File: config.mk
export PLATFORM = sky130hd
export DESIGN_NAME = rx_line_edit_fifo
export DESIGN_NICKNAME = d
export VERILOG_FILES = /design/src/rtl/core/rxle_pkg.sv /design/src/rtl/core/rxle_ram.sv /design/src/rtl/core/rxle_dp.sv /design/src/rtl/core/rxle_ctrl.sv /design/src/rtl/core/rx_line_edit_fifo.sv
export SDC_FILE = /design/constraint.sdc
export NUM_CORES = 2
export LEC_CHECK = 0
export BUFFER_PORTS_ARGS = -buffer_cell sky130_fd_sc_hd__clkbuf_2
export CORE_MARGIN = 2
export CORE_UTILIZATION = 50
export CTS_BUF_LIST = sky130_fd_sc_hd__clkbuf_4 sky130_fd_sc_hd__clkbuf_8 sky130_fd_sc_hd__clkbuf_16
export DETAILED_ROUTE_END_ITERATION = 10
export PLACE_DENSITY = 0.65
export SLEW_MARGIN = 40
export SYNTH_ARGS = -nofsm -noshare
export SYNTH_HDL_FRONTEND = slang
export SYNTH_SLANG_ARGS = --single-unit
File: constraint.sdc
create_clock -name clk -period 14.9 [get_ports clk]
set_input_delay 2.98 -clock clk [delete_from_list [all_inputs] [get_ports clk]]
set_output_delay 2.98 -clock clk [all_outputs]
set_load 0.05 [all_outputs]
File: src/rtl/core/rxle_pkg.sv
// Shared types, constants and character decoding for the receive line editor.
package rxle_pkg;

  localparam int DEPTH = 256;
  localparam int PTR_W = $clog2(DEPTH);
  localparam int CNT_W = $clog2(DEPTH + 1);
  localparam int BYTE_W = 8;
  localparam int FILL_W = 9;

  localparam logic [BYTE_W-1:0] CH_HELP      = 8'd63;
  localparam logic [BYTE_W-1:0] CH_BACKSPACE = 8'd8;
  localparam logic [BYTE_W-1:0] CH_ESCAPE    = 8'd27;
  localparam logic [BYTE_W-1:0] CH_DOLLAR    = 8'd36;
  localparam logic [BYTE_W-1:0] CH_CR        = 8'd13;
  localparam logic [BYTE_W-1:0] CH_TERM      = 8'd0;

  localparam logic MODE_RX  = 1'b0;
  localparam logic MODE_POP = 1'b1;

  typedef struct packed {
    logic              mode;
    logic [BYTE_W-1:0] rx_byte;
  } item_t;

  typedef struct packed {
    logic [BYTE_W-1:0] data_byte;
    logic              data_valid;
    logic              buffer_empty;
    logic              overflow;
    logic              line_ready;
    logic              help_request;
    logic [FILL_W-1:0] fill_level;
  } result_t;

  typedef enum logic [2:0] {
    CLS_HELP,
    CLS_BACKSPACE,
    CLS_ESCAPE,
    CLS_DOLLAR,
    CLS_CR,
    CLS_OTHER
  } char_class_t;

  typedef enum logic [2:0] {
    ST_IDLE,
    ST_EXEC,
    ST_READ,
    ST_TERM,
    ST_RESP
  } state_t;

  typedef struct packed {
    logic load;
    logic pop;
    logic cap_data;
    logic help;
    logic backspace;
    logic escape;
    logic store;
    logic term;
  } ctrl_cmd_t;

  typedef struct packed {
    logic        is_pop;
    logic        empty;
    char_class_t cls;
  } dp_status_t;

  function automatic char_class_t classify(input logic [BYTE_W-1:0] ch);
    char_class_t cls;
    case (ch)
      CH_HELP:      cls = CLS_HELP;
      CH_BACKSPACE: cls = CLS_BACKSPACE;
      CH_ESCAPE:    cls = CLS_ESCAPE;
      CH_DOLLAR:    cls = CLS_DOLLAR;
      CH_CR:        cls = CLS_CR;
      default:      cls = CLS_OTHER;
    endcase
    return cls;
  endfunction

endpackage

File: src/rtl/core/rxle_ram.sv
// Generic single-clock RAM with one write port and one registered read port.
module rxle_ram #(
  parameter int WIDTH = 8,
  parameter int DEPTH = 256
) (
  input  logic                     clk,
  input  logic                     we,
  input  logic [$clog2(DEPTH)-1:0] waddr,
  input  logic [WIDTH-1:0]         wdata,
  input  logic                     re,
  input  logic [$clog2(DEPTH)-1:0] raddr,
  output logic [WIDTH-1:0]         rdata
);

  logic [WIDTH-1:0] mem [DEPTH];

  always_ff @(posedge clk) begin
    if (we) begin
      mem[waddr] <= wdata;
    end
    if (re) begin
      rdata <= mem[raddr];
    end
  end

endmodule

File: src/rtl/core/rxle_dp.sv
// Datapath of the receive line editor: pointers, fill count, line store and result flags.
module rxle_dp (
  input  logic                clk,
  input  logic                rst,
  input  rxle_pkg::item_t     item,
  input  rxle_pkg::ctrl_cmd_t cmd,
  output rxle_pkg::dp_status_t status,
  output rxle_pkg::result_t   result
);
  import rxle_pkg::*;

  item_t             item_q;
  logic [PTR_W-1:0]  wr_ptr;
  logic [PTR_W-1:0]  rd_ptr;
  logic [CNT_W-1:0]  count;
  logic [BYTE_W-1:0] data_byte;
  logic              data_valid;
  logic              buffer_empty;
  logic              overflow;
  logic              line_ready;
  logic              help_request;

  logic              cnt_zero;
  logic              full;
  logic              ram_we;
  logic              ram_re;
  logic [BYTE_W-1:0] ram_wdata;
  logic [BYTE_W-1:0] ram_rdata;

  function automatic logic [PTR_W-1:0] ptr_inc(input logic [PTR_W-1:0] p);
    return (p == PTR_W'(DEPTH - 1)) ? '0 : p + PTR_W'(1);
  endfunction

  function automatic logic [PTR_W-1:0] ptr_dec(input logic [PTR_W-1:0] p);
    return (p == '0) ? PTR_W'(DEPTH - 1) : p - PTR_W'(1);
  endfunction

  assign cnt_zero  = (count == '0);
  assign full      = (count == CNT_W'(DEPTH));
  assign ram_we    = (cmd.store || cmd.term) && !full;
  assign ram_wdata = cmd.term ? CH_TERM : item_q.rx_byte;
  assign ram_re    = cmd.pop && !cnt_zero;

  rxle_ram #(
    .WIDTH(BYTE_W),
    .DEPTH(DEPTH)
  ) u_line_store (
    .clk  (clk),
    .we   (ram_we),
    .waddr(wr_ptr),
    .wdata(ram_wdata),
    .re   (ram_re),
    .raddr(rd_ptr),
    .rdata(ram_rdata)
  );

  always_ff @(posedge clk) begin
    if (rst) begin
      wr_ptr <= '0;
      rd_ptr <= '0;
      count  <= '0;
    end else if (ram_re) begin
      rd_ptr <= ptr_inc(rd_ptr);
      count  <= count - CNT_W'(1);
    end else if (ram_we) begin
      wr_ptr <= ptr_inc(wr_ptr);
      count  <= count + CNT_W'(1);
    end else if (cmd.backspace && !cnt_zero) begin
      wr_ptr <= ptr_dec(wr_ptr);
      count  <= count - CNT_W'(1);
    end else if (cmd.escape) begin
      rd_ptr <= wr_ptr;
      count  <= '0;
    end
  end

  always_ff @(posedge clk) begin
    if (cmd.load) begin
      item_q       <= item;
      data_byte    <= '0;
      data_valid   <= 1'b0;
      buffer_empty <= 1'b0;
      overflow     <= 1'b0;
      line_ready   <= 1'b0;
      help_request <= 1'b0;
    end else begin
      if (cmd.pop) begin
        data_valid   <= !cnt_zero;
        buffer_empty <= cnt_zero;
      end
      if (cmd.cap_data) begin
        data_byte <= ram_rdata;
      end
      if (cmd.help) begin
        help_request <= 1'b1;
      end
      if ((cmd.store || cmd.term) && full) begin
        overflow <= 1'b1;
      end
      if (cmd.term) begin
        line_ready <= 1'b1;
      end
    end
  end

  assign status.is_pop = (item_q.mode == MODE_POP);
  assign status.empty  = cnt_zero;
  assign status.cls    = classify(item_q.rx_byte);

  assign result.data_byte    = data_byte;
  assign result.data_valid   = data_valid;
  assign result.buffer_empty = buffer_empty;
  assign result.overflow     = overflow;
  assign result.line_ready   = line_ready;
  assign result.help_request = help_request;
  assign result.fill_level   = FILL_W'(count);

endmodule

File: src/rtl/core/rxle_ctrl.sv
// Controller state machine that sequences one command through the datapath.
module rxle_ctrl (
  input  logic                 clk,
  input  logic                 rst,
  input  logic                 start,
  input  rxle_pkg::dp_status_t status,
  output rxle_pkg::ctrl_cmd_t  cmd,
  output logic                 busy,
  output logic                 done
);
  import rxle_pkg::*;

  state_t state;
  state_t state_next;

  always_ff @(posedge clk) begin
    if (rst) begin
      state <= ST_IDLE;
    end else begin
      state <= state_next;
    end
  end

  always_comb begin
    state_next = state;
    cmd        = '0;
    busy       = 1'b1;
    done       = 1'b0;
    case (state)
      ST_IDLE: begin
        busy = 1'b0;
        if (start) begin
          cmd.load   = 1'b1;
          state_next = ST_EXEC;
        end
      end
      ST_EXEC: begin
        state_next = ST_RESP;
        if (status.is_pop) begin
          cmd.pop = 1'b1;
          if (!status.empty) begin
            state_next = ST_READ;
          end
        end else begin
          case (status.cls)
            CLS_HELP:      cmd.help = 1'b1;
            CLS_BACKSPACE: cmd.backspace = 1'b1;
            CLS_ESCAPE:    cmd.escape = 1'b1;
            CLS_DOLLAR:    cmd = '0;
            CLS_CR: begin
              cmd.store  = 1'b1;
              state_next = ST_TERM;
            end
            default:       cmd.store = 1'b1;
          endcase
        end
      end
      ST_READ: begin
        cmd.cap_data = 1'b1;
        state_next   = ST_RESP;
      end
      ST_TERM: begin
        cmd.term   = 1'b1;
        state_next = ST_RESP;
      end
      ST_RESP: begin
        done       = 1'b1;
        state_next = ST_IDLE;
      end
      default: begin
        state_next = ST_IDLE;
      end
    endcase
  end

endmodule

File: src/rtl/core/rx_line_edit_fifo.sv
// Top level of the receive line editor with its circular line store.
//
// A command is taken when start is high while busy is low, and its single result
// appears on result for exactly one cycle with done high; the receiver cannot
// stall it, so it must sample result whenever done is high. A received byte passes
// from the accepting cycle in ST_IDLE through ST_EXEC to ST_RESP, where done is
// high. A carriage return or a pop of a stored byte also passes through a further
// state before ST_RESP: the carriage return writes its terminator through the one
// write port of the line store in ST_TERM, and a pop waits in ST_READ for the
// registered read of that store. busy falls in the cycle after done, so a new
// command is taken only once the last has returned its result. Entries of the line
// store are not cleared at reset; only entries covered by the fill count are read.
module rx_line_edit_fifo (
  input  logic              clk,
  input  logic              rst,
  input  logic              start,
  input  rxle_pkg::item_t   item,
  output logic              busy,
  output logic              done,
  output rxle_pkg::result_t result
);
  import rxle_pkg::*;

  ctrl_cmd_t  cmd;
  dp_status_t status;

  rxle_ctrl u_ctrl (
    .clk   (clk),
    .rst   (rst),
    .start (start),
    .status(status),
    .cmd   (cmd),
    .busy  (busy),
    .done  (done)
  );

  rxle_dp u_dp (
    .clk   (clk),
    .rst   (rst),
    .item  (item),
    .cmd   (cmd),
    .status(status),
    .result(result)
  );

`ifndef SYNTHESIS
  a_done_single: assert property (@(posedge clk) disable iff (rst)
    done |=> !done)
    else $error("done held for more than one cycle");

  a_pop_exclusive: assert property (@(posedge clk) disable iff (rst)
    done |-> !(result.data_valid && result.buffer_empty))
    else $error("pop reported both data and empty");

  a_fill_bound: assert property (@(posedge clk) disable iff (rst)
    done |-> (result.fill_level <= FILL_W'(DEPTH)))
    else $error("fill level beyond depth");

  a_accept_busy: assert property (@(posedge clk) disable iff (rst)
    (start && !busy) |=> busy)
    else $error("busy not raised after accepting a beat");
`endif

endmodule

==> results.sh <==
export IMPL_status="finished clean"
export IMPL_synthFlopType="edfxtp_1"
export IMPL_ir_drop_mv=0.110
export IMPL_area_growth_pct=12.2
export IMPL_p_per_area_mw_per_mm2=131
export IMPL_clock_skew_ns=0.0743
export IMPL_initial_utilization_pct=50.4
export IMPL_synth_largest_area_cell="edfxtp_1"
export IMPL_setup_viol=0
export IMPL_avgSynthCellArea_um2=21.0
export IMPL_syn_area_mm2=0.0822
export IMPL_grt_setup_unrepaired="no"
export IMPL_cp_num_buf_inv=4
export IMPL_cts_buffers=206
export IMPL_yosys_area_top_type_share_pct=75.4
export IMPL_num_rows=148
export IMPL_yosysWarnings=0
export IMPL_die_area_mm2=0.168
export IMPL_yosys_top_cells_area="edfxtp_1, mux4_2, nor2_1"
export IMPL_vias=40800
export IMPL_grt_pass1_vias=39400
export IMPL_hold_viol=0
export IMPL_numPortBuffers=35
export IMPL_cts_resized=0
export IMPL_ctsHoldBuffers=0
export IMPL_yosysUniqueCellTypes=59
export IMPL_wl_per_cell_um=32.2
export IMPL_io_pins=36
export IMPL_h_tree_depth=4
export IMPL_clkSinkCount=2106
export IMPL_post_place_cells=5964
export IMPL_synth_seq_area_share_pct=76.4
export IMPL_grt_max_degree=205
export IMPL_fillers=11800
export IMPL_startpoint_type="flip-flop"
export IMPL_die_height_um=410
export IMPL_final_nets=4023
export IMPL_synth_cells=3910
export IMPL_slowest_delay_ns=0.68
export IMPL_clockBufferDepth=3
export IMPL_drc=0
export IMPL_slew_headroom_pct=36.5
export IMPL_dp_final_hpwl_mm=119
export IMPL_place_ws_ns=9.27
export IMPL_holdWs_ns=0.469
export IMPL_setup_ws_ns=9.80
export IMPL_yosys_top_cells_count="edfxtp_1, mux4_2, nor2_1"
export IMPL_slew_violations=0
export IMPL_synth_net_count=3930
export IMPL_worstPathMaxFanout=65
export IMPL_gr_usage_all_layers_pct=24.3
export IMPL_total_leakage_power_uw=0.0273
export IMPL_crit_path_top_delay_cell="or4_1"
export IMPL_drt_iter0_markers=5687
export IMPL_cts_setup_buffers=0
export IMPL_drive_above_1_share_pct=29.0
export IMPL_cts_root_buffer="clkbuf_16"
export IMPL_maxCapViolCount=0
export IMPL_async_flop_share_pct=0
export IMPL_max_freq_mhz=196
export IMPL_cts_tree="yes"
export IMPL_ant_nets=0
export IMPL_timing_final_crit_period_ns=5.10
export IMPL_path_class="reg -> reg"
export IMPL_synth_edf_count=2065
export IMPL_grt_pass1_wl_mm=291
export IMPL_viasPerCell=6.43
export IMPL_wl_mm=204
export IMPL_stdcell_count=6347
export IMPL_dr_pass1_iters=6
export IMPL_worstSkewPairLatency_ns=0.84
export IMPL_synth_most_common_cell="edfxtp_1"
export IMPL_grt_overflow_total=0
export IMPL_grt_antenna_before_repair=7
export IMPL_hp_class="reg -> reg"
export IMPL_endpoint_kind="flip-flop"
export IMPL_cp_arrival_ns=5.64
export IMPL_globalplace_congestion=0.838
export IMPL_setup_tns_ns=0
export IMPL_crit_family="buffers and inverters"
export IMPL_required_ns=15.44
export IMPL_clk_pin_slew_ns=0.06
export IMPL_ys_ff_latch=2106
export IMPL_dieWidth_um=410
export IMPL_path_cells="buf_12 > buf_16 > buf_12 > buf_16 > mux4_2 > a22oi_1 > a21oi_1 > or4_1 > a2bb2oi_1 > o211ai_1"
export IMPL_worst_pin_slew_ns=0.952
export IMPL_core_area_mm2=0.163
export IMPL_fin_crit_sh_pct=34.2
## power by group
group	total [uW]	switching (uW)	internal (uW)
Sequential	6550	9.31	6540
Clock	5170	2190	2980
Combinational	357	249	107
## registers in the layout (all words and copies together) (netlist names)
register and count:
u_dp.count 9, u_dp.u_line_store.rdata 8, u_dp.data_valid 1, u_dp.wr_ptr 8, u_dp.rd_ptr 8, u_dp.line_ready 1
u_dp.status 1, u_dp.u_line_store.mem 2048, u_dp.item_q 8, u_ctrl.state 3, u_dp.data_byte 8, u_dp.help_request 1
u_dp.buffer_empty 1, u_dp.overflow 1
## stage by stage
stage / area [um^2] / util (%) / total power, uW
2_1_floorplan: 82200 / - / 6940
3_3_place_gp: 84700 / 51.9 / 7020
3_5_place_dp: 85100 / 52.2 / 7030
4_1_cts: 91900 / 56.3 / 12100
5_1_grt: 92200 / 56.5 / 12400
6_report: 92200 / 56.5 / 12100
## final cells by class
class	instances	area, um^2	share of cell area (%)
diodes	1	2.50	0.00271
flip-flops and latches	2106	62900	68.1
multi-input cells	1551	18700	20.2
clock inverters	114	1030	1.12
well taps	2175	2720	2.95
repair buffers	128	1220	1.33
clock buffers	262	5700	6.18
inverters	10	37.5	0.0407
## worst min-delay path: cells and delay by family, from the launching register on
kind	cells	cell delay (ns)
flops	1	0.33
simple gates	1	0.07
compound gates	1	0.04
## cells in the final DEF (no fill, tap or decap), types with 39 or more instances in the layout
cell type | Yosys | final
a22oi_1 | 102 | 102
nor2b_1 | 44 | 40
mux2i_1 | 47 | 47
nand2_1 | 56 | 49
clkinv_2 | 0 | 41
clkbuf_16 | 0 | 213
a21oi_1 | 81 | 81
nor2_2 | 0 | 157
nor3_1 | 39 | 39
mux4_2 | 534 | 534
buf_4 | 42 | 59
clkbuf_4 | 0 | 49
clkinv_1 | 0 | 45
nor2_1 | 329 | 171
edfxtp_1 | 2065 | 2065
## path summary, 6_finish.rpt
kind | depth (start not counted) | to | start | slack (ns)
worst min-delay path | 2 | u_dp.line_ready | u_dp.line_ready | 0.47
worst max register to register | 10 | u_dp.u_line_store.rdata[3] | u_dp.rd_ptr[0] | 9.80
worst max-delay path | 10 | u_dp.u_line_store.rdata[3] | u_dp.rd_ptr[0] | 9.80
worst min register to register | 2 | u_dp.line_ready | u_dp.line_ready | 0.47
## per-layer routing
metal,track usage (%),wire length [um],part of all wire [%]
met1,36.1,83100,41
met2,36.4,94800,46
met3,6.09,21500,11
met4,6.13,5060,2.5
met5,0,15,0.0073
## kinds of logic (layout without fill, tap and decap cells)
| group | Yosys count | in the layout | share of synthesized area [%] |
|---|---|---|---|
| flip-flops | 2106 | 2106 | 76.4 |
| XOR/XNOR | 2 | 2 | 0.0213 |
| AND/OR/NAND/NOR | 608 | 608 | 3.35 |
| multiplexers | 602 | 602 | 15.7 |
| adder cells (fa/ha/maj) | 8 | 8 | 0.122 |
| other | 0 | 1 | 0 |
| buffers and inverters | 253 | 514 | 1.65 |
| AO/OA/AOI/OAI | 331 | 331 | 2.72 |
Power figures use the tool's default switching activity.
